==> config.mk <==
export PLATFORM = sky130hd
export DESIGN_NAME = mmfa_ctrl
export DESIGN_NICKNAME = d
export VERILOG_FILES = /design/src/sv/mmfa_pkg.sv /design/src/sv/mmfa_ctrl.sv
export SDC_FILE = /design/constraint.sdc
export NUM_CORES = 1
export LEC_CHECK = 0
export ABC_AREA = 1
export ABC_CLOCK_PERIOD_IN_PS = 2200
export BUFFER_PORTS_ARGS = -buffer_cell sky130_fd_sc_hd__buf_2
export CORE_UTILIZATION = 52
export CTS_CLUSTER_SIZE = 12
export DETAILED_ROUTE_END_ITERATION = 6
export PLACE_DENSITY = 0.81
export SLEW_MARGIN = 10
export SYNTH_ARGS = -nofsm -noshare
export SYNTH_HDL_FRONTEND = slang
export SYNTH_SLANG_ARGS = --single-unit
==> constraint.sdc <==
create_clock -name clk -period 2.2 [get_ports clk]
set_clock_uncertainty 0.2 [all_clocks]
set_input_delay 0.44 -clock clk [delete_from_list [all_inputs] [get_ports clk]]
set_output_delay 0.44 -clock clk [all_outputs]
set_load 0.1 [all_outputs]
==> src/sv/mmfa_pkg.sv <==
`timescale 1ns / 1ps
// ----------------------------------------------------------------------------
// Frame allocator package
// Shared constants, field types, operation codes and controller/datapath
// command and status structures.
// ----------------------------------------------------------------------------
package mmfa_pkg;

	localparam int ADDR_BITS  = 48;
	localparam int PAGE_SHIFT = 12;
	localparam int PIDX_W     = ADDR_BITS - PAGE_SHIFT;
	localparam int FRAME_W    = 37;
	localparam int RCNT_W     = 5;
	localparam int CIDX_W     = 3;

	typedef logic [ADDR_BITS-1:0] addr_t;
	typedef logic [PIDX_W-1:0]    pidx_t;

	typedef enum logic [1:0] {
		OP_LOAD  = 2'd0,
		OP_A2F   = 2'd1,
		OP_F2A   = 2'd2,
		OP_ALLOC = 2'd3
	} op_t;

	typedef enum logic [CIDX_W-1:0] {
		CFG_KERNEL_LO    = 3'd0,
		CFG_KERNEL_HI    = 3'd1,
		CFG_BOOTINFO_LO  = 3'd2,
		CFG_BOOTINFO_HI  = 3'd3,
		CFG_REGION_COUNT = 3'd4
	} cfg_idx_t;

	typedef enum logic [1:0] {
		MSEL_K = 2'd0,
		MSEL_L = 2'd1,
		MSEL_H = 2'd2
	} msel_t;

	typedef struct packed {
		addr_t base;
		addr_t len;
		logic  avail;
	} rgn_t;

	typedef struct packed {
		pidx_t a;
		pidx_t b;
	} span_t;

	typedef struct packed {
		logic  start;
		logic  load;
		logic  rd;
		logic  geom;
		logic  span;
		logic  cnt;
		msel_t msel;
		logic  sum;
		logic  hit_l;
		logic  hit_h;
		logic  chk;
		logic  sort;
		logic  merge;
		logic  walk1;
		logic  walk2;
		logic  addr;
		logic  adv;
		logic  fin;
		logic  found;
	} cmd_t;

	typedef struct packed {
		logic rgn_end;
		logic skip;
		logic mode_a2f;
		logic qge;
		logic hit_l;
		logic hit_h;
		logic in_range;
	} sts_t;

endpackage

==> src/sv/mmfa_ctrl.sv <==
`timescale 1ns / 1ps
// ----------------------------------------------------------------------------
// Frame allocator controller
// Sequences the region walk, one table entry per pass, and the handshake.
// ----------------------------------------------------------------------------
module mmfa_ctrl import mmfa_pkg::*; (
	input  logic clk,
	input  logic arst_n,
	input  logic in_valid,
	input  logic in_is_load,
	output logic in_ready,
	output logic out_valid,
	input  logic out_ready,
	input  sts_t sts,
	output cmd_t cmd
);

	typedef enum logic [19:0] {
		ST_IDLE  = 20'h00001,
		ST_RD    = 20'h00002,
		ST_GEOM  = 20'h00004,
		ST_SPAN  = 20'h00008,
		ST_CNTK  = 20'h00010,
		ST_SUMK  = 20'h00020,
		ST_CNTL  = 20'h00040,
		ST_HITL  = 20'h00080,
		ST_CNTH  = 20'h00100,
		ST_HITH  = 20'h00200,
		ST_CHK   = 20'h00400,
		ST_SORT  = 20'h00800,
		ST_MERGE = 20'h01000,
		ST_WALK1 = 20'h02000,
		ST_WALK2 = 20'h04000,
		ST_ADDR  = 20'h08000,
		ST_ADV   = 20'h10000,
		ST_FOUND = 20'h20000,
		ST_NONE  = 20'h40000,
		ST_OUT   = 20'h80000
	} state_t;

	state_t state_q, state_d;

	always_ff @(posedge clk or negedge arst_n) begin
		if (!arst_n) begin
			state_q <= ST_IDLE;
		end else begin
			state_q <= state_d;
		end
	end

	assign in_ready  = (state_q == ST_IDLE);
	assign out_valid = (state_q == ST_OUT);

	always_comb begin
		state_d = state_q;
		cmd     = '0;
		unique case (state_q)
			ST_IDLE: begin
				if (in_valid) begin
					if (in_is_load) begin
						cmd.load = 1'b1;
					end else begin
						cmd.start = 1'b1;
						state_d   = ST_RD;
					end
				end
			end
			ST_RD: begin
				if (sts.rgn_end) begin
					state_d = ST_NONE;
				end else begin
					cmd.rd  = 1'b1;
					state_d = ST_GEOM;
				end
			end
			ST_GEOM: begin
				cmd.geom = 1'b1;
				state_d  = sts.skip ? ST_ADV : ST_SPAN;
			end
			ST_SPAN: begin
				cmd.span = 1'b1;
				state_d  = ST_CNTK;
			end
			ST_CNTK: begin
				cmd.cnt  = 1'b1;
				cmd.msel = MSEL_K;
				state_d  = ST_SUMK;
			end
			ST_SUMK: begin
				cmd.sum = 1'b1;
				if (sts.mode_a2f) begin
					state_d = sts.qge ? ST_CNTL : ST_ADV;
				end else begin
					state_d = ST_CHK;
				end
			end
			ST_CNTL: begin
				cmd.cnt  = 1'b1;
				cmd.msel = MSEL_L;
				state_d  = ST_HITL;
			end
			ST_HITL: begin
				cmd.hit_l = 1'b1;
				state_d   = sts.hit_l ? ST_FOUND : ST_CNTH;
			end
			ST_CNTH: begin
				cmd.cnt  = 1'b1;
				cmd.msel = MSEL_H;
				state_d  = ST_HITH;
			end
			ST_HITH: begin
				cmd.hit_h = 1'b1;
				state_d   = sts.hit_h ? ST_FOUND : ST_ADV;
			end
			ST_CHK: begin
				cmd.chk = 1'b1;
				state_d = sts.in_range ? ST_SORT : ST_ADV;
			end
			ST_SORT: begin
				cmd.sort = 1'b1;
				state_d  = ST_MERGE;
			end
			ST_MERGE: begin
				cmd.merge = 1'b1;
				state_d   = ST_WALK1;
			end
			ST_WALK1: begin
				cmd.walk1 = 1'b1;
				state_d   = ST_WALK2;
			end
			ST_WALK2: begin
				cmd.walk2 = 1'b1;
				state_d   = ST_ADDR;
			end
			ST_ADDR: begin
				cmd.addr = 1'b1;
				state_d  = ST_FOUND;
			end
			ST_ADV: begin
				cmd.adv = 1'b1;
				state_d = ST_RD;
			end
			ST_FOUND: begin
				cmd.fin   = 1'b1;
				cmd.found = 1'b1;
				state_d   = ST_OUT;
			end
			ST_NONE: begin
				cmd.fin = 1'b1;
				state_d = ST_OUT;
			end
			ST_OUT: begin
				if (out_ready) begin
					state_d = ST_IDLE;
				end
			end
			default: begin
				state_d = ST_IDLE;
			end
		endcase
	end

endmodule

==> flow_metrics.py, run 1 <==
metrics = {
    "synth": {
        "yosys_warnings": 0,
        "synth_cells": 188,
        "netlist_area_mm2": 0.00127,
        "synth_cell_types": 21,
        "seq_area_frac_synth": 0.395,
        "ys_ff_latch": 20,
        "syn_avg_cell_area_um2": 6.76,
        "syn_nets": 200,
    },
    "run_status": {
        "flow.stopped_at": "4_1_cts",
        "tool.error": "[ERROR DPL-0038] Utilization greater than 100%, impossible to legalize",
        "status": "aborted with a tool error",
    },
    "placed_design": {
        "port_buffers": 33,
        "place_area_mm2": 0.00193,
        "place_ws_ns": -0.0866,
        "gp_congestion": 0.917,
        "dp_hpwl_um": 3130,
    },
    "die": {
        "die_x_um": 51.4,
        "pin_count": 34,
        "start_util": 0.564,
        "num_rows": 17,
        "die_y_um": 51.4,
    },
    "clock_network": {
        "cts_sinks": 20,
        "ctsHoldBuffers": 1,
        "clock-root-buffer": "clkbuf_4",
        "htree_levels": 1,
        "cts.repair.resized": 52,
        "cts.path.max_buffers": 2,
        "postCtsSetupBuffers": 25,
        "cts_buffers": 3,
    },
}
-- metrics by stage --
stage	std cells	setup TNS (ns)	utilization
after floorplan	188	-1.41	-
after global placement	254	0	0.856
after detailed placement	254	-0.158	0.856
-- logic make-up after synthesis --
group | Yosys count | share of synthesized area
buffers and inverters | 52 | 0.154
AO/OA/AOI/OAI | 4 | 0.0236
flip-flops | 20 | 0.395
AND/OR/NAND/NOR | 112 | 0.428
-- cell usage after synthesis --
| master | instances | area share |
|---|---|---|
| inv_2 | 2 | 0.0059 |
| dfstp_2 | 1 | 0.021 |
| nor3_1 | 7 | 0.028 |
| nor3b_1 | 1 | 0.0059 |
| and2_1 | 1 | 0.0049 |
| o21ai_2 | 1 | 0.0069 |
| o2111ai_1 | 1 | 0.0069 |
| nand2_1 | 33 | 0.097 |
| nand3b_2 | 2 | 0.018 |
| nand3_1 | 17 | 0.067 |
| nor2_2 | 9 | 0.044 |
| nand2_2 | 4 | 0.020 |
| nor4_1 | 2 | 0.0098 |
| inv_1 | 50 | 0.15 |
| nor2_4 | 3 | 0.027 |
| o211ai_1 | 1 | 0.0059 |
| o21ai_0 | 1 | 0.0039 |
| nand3b_1 | 2 | 0.012 |
| and3_1 | 2 | 0.0098 |
| nor2_1 | 29 | 0.086 |
| dfrtp_1 | 19 | 0.37 |
==> inputs of run 2 (changes only) <==
--- a/config.mk
+++ b/config.mk
@@ -8,10 +8,10 @@
 export ABC_AREA = 1
 export ABC_CLOCK_PERIOD_IN_PS = 2200
 export BUFFER_PORTS_ARGS = -buffer_cell sky130_fd_sc_hd__buf_2
-export CORE_UTILIZATION = 52
-export CTS_CLUSTER_SIZE = 12
+export CORE_AREA = 2 2 63 65
 export DETAILED_ROUTE_END_ITERATION = 6
-export PLACE_DENSITY = 0.81
+export DIE_AREA = 0 0 65 67
+export PLACE_DENSITY_LB_ADDON = 0.15
 export SLEW_MARGIN = 10
 export SYNTH_ARGS = -nofsm -noshare
 export SYNTH_HDL_FRONTEND = slang
==> run 2 against run 1 <==
Against the previous run: the flow now finishes, with violations (setup timing); synthesized cell count is the same; area after synthesis did not move.
==> flow_metrics.py, run 2 <==
metrics = {
    "worst_setup_path": {
        "cp.required_ns": 1.56,
        "crit_arrival_ns": 1.79,
        "path_class": "flip-flop to output pin",
        "worstRegToRegCells": 15,
        "r2r-end": "state_q[0]",
        "startpoint_type": "flip-flop",
        "r2r_start": "state_q[8]",
        "critPathCaptureType": "output pin",
        "rrSetupSlack_ns": 0.03,
        "cp_max_fo": 6,
    },
    "clock_network": {
        "cts_tree": "yes",
        "cts.path.max_buffers": 2,
        "htree_levels": 1,
        "cts_sinks": 20,
        "clock-root-buffer": "clkbuf_8",
        "clock_latency_ns": 0.26,
        "path_clk_slew_ns": 0.08,
        "cts_buffers": 3,
    },
    "routing": {
        "wl_per_cell_um": 11.8,
        "first_pass_iters": 4,
        "drt-total-wl_um": 3740,
        "ant_nets": 0,
        "vias_per_cell": 4.51,
        "drt_iter0_drc": 37,
        "drc_errors": 0,
        "vias": 1434,
    },
    "final_layout": {
        "final_common_cell": "buf_4",
        "diodes": 0,
        "final_core_util": 0.692,
        "nets": 283,
        "finalInstanceArea_mm2": 0.00249,
        "top_regs": "state_q: 20 flops",
        "mostFrequentLayoutCells": "buf_4, inv_1, nand2_1",
        "regMostFlops": "state_q",
        "drive_gt1_frac": 0.544,
        "areaGrowthSynthToFinish_pct": 96.3,
        "largest_reg_flops": 20,
        "fill_cells": 256,
    },
    "global_route": {
        "antenna_found_initial": 0,
        "gr-usage-all-layers": 0.173,
        "grt_pass1_wl_um": 5750,
        "overflow": 0,
        "grt_max_degree": 21,
        "first_global_vias": 1396,
    },
    "synth": {
        "synth_ff_type": "dfrtp_1",
        "synthAdderAreaFrac": 0,
        "synth_compound_area_frac": 0.0236,
        "synth_cell_types": 21,
        "synth_common_cells": "inv_1, nand2_1, nor2_1, dfrtp_1, nand3_1",
        "synth_cells": 188,
        "yosys.area.top_type": "dfrtp_1",
        "synth_edf_count": 0,
        "muxShareOfSynthArea": 0,
        "syn_avg_cell_area_um2": 6.76,
        "yosys.area_share.simple": 0.428,
        "seq_area_frac_synth": 0.395,
        "synth.most_common_cell": "inv_1",
        "synth-xor-area-share": 0,
        "netlist_area_mm2": 0.00127,
        "yosysTopAreaCellShare": 0.374,
        "ys_ff_latch": 20,
        "ys_top_cells_by_area": "dfrtp_1, inv_1, nand2_1, nor2_1, nand3_1",
        "syn_nets": 200,
        "synth_top_family_by_area": "simple AND/OR/NAND/NOR gates",
        "async_flop_share": 1.00,
        "yosys_warnings": 0,
    },
    "run": {
        "cap_viol_max_count": 0,
    },
    "pwr": {
        "max-vdd-ir-drop_mv": 0.481,
        "totalPowerFinal_mw": 1.92,
        "power.leakage_nw": 1.32,
        "p_per_area_mw_per_mm2": 770,
    },
    "timing": {
        "max_slew_margin": 0.691,
        "hold_slack_ns": 0.127,
        "max_clock_freq_mhz": 412,
        "worst_pin_slew_ns": 0.463,
        "final-hold-violation-count": 0,
        "setup-violations-final": 21,
        "slew_viol_final": 0,
        "final.min_clock_period_ns": 2.43,
        "rsz0062_at_grt": "true",
        "period_share": 1.10,
        "worst_slack_ns": -0.227,
    },
    "die": {
        "num_rows": 22,
        "start_util": 0.353,
        "pin_count": 34,
        "die_y_um": 67,
        "core_mm2": 0.00361,
        "die_area_mm2": 0.00436,
        "die_x_um": 65,
    },
    "placed_design": {
        "gp_congestion": 0.767,
        "dp_hpwl_um": 2440,
        "port_buffers": 33,
        "place_area_mm2": 0.00200,
        "place_ws_ns": -0.000601,
    },
    "hold_path": {
        "hold_depth": 2,
        "hold_start": "sts[4]",
        "hold_end": "state_q[10]",
        "hold_path.class": "input port to flip-flop",
    },
    "run_status": {
        "violations": "setup timing",
        "status": "complete, but fails checks",
    },
}
## run 2: how the worst max path moves through the flow
stage	from	to	slack (ns)	cells past startpoint
6_report	state_q[18]	cmd[14]	-0.23	8
5_1_grt	state_q[18]	cmd[14]	-0.29	8
4_1_cts	state_q[18]	cmd[17]	-0.19	8
3_5_place_dp	state_q[6]	cmd[3]	-0.0006	8
3_3_place_gp	state_q[6]	cmd[3]	0.003	8
2_1_floorplan	state_q[11]	out_valid	-0.46	7
## run 2: stage by stage
step,setup TNS (ns),std cells
floorplan,-1.41,188
global placement,0,280
detailed placement,-0.000601,280
CTS,-2.55,305
global route,-4.59,318
finish,-2.71,318
## run 2: layer usage
layer  global-route usage  wire length (um)
met3               0.0236               100
met5                    0                 0
met4               0.0532                 8
met1                0.214              1610
met2                0.309              2020
## run 2: report_power, final
group	leakage [nW]	internal (mW)	switching, mW
clock network	0.0288	0.159	0.131
logic	1.02	0.490	0.708
registers	0.274	0.403	0.0290
total	1.32	1.05	0.868
## run 2: cell type report
class,instances,area (um^2),share of cell area
repair buffers,78,858,0.344
inverters,52,225,0.0903
clock buffers,4,55.1,0.0221
well taps,48,60.1,0.0241
flip-flops and latches,20,502,0.201
multi-input cells,116,795,0.318
## run 2: cell families after synthesis
group	count (synthesis)
simple gates	112
compound gates	4
flops	20
buf+inv	52
## run 2: what timing repair did
item | in CTS | in global routing
buffers inserted | 20 | 13
gates resized for setup | 33 | 21
pin swaps | 7 | 10
setup endpoints to repair | 22 | 23
hold buffers | 1 | 0
endpoints found under the hold margin | 19 | 0
## run 2: worst max-delay path, stage by stage, from the launching register on
cell,delay [ns]
dfrtp_1,0.41
nor2_2,0.17
nand2_2,0.13
nor2_4,0.17
buf_4,0.14
nand2_2,0.07
nor2_4,0.10
nand3b_4,0.16
buf_12,0.18
Note: power is estimated with default switching activity, not from simulation.
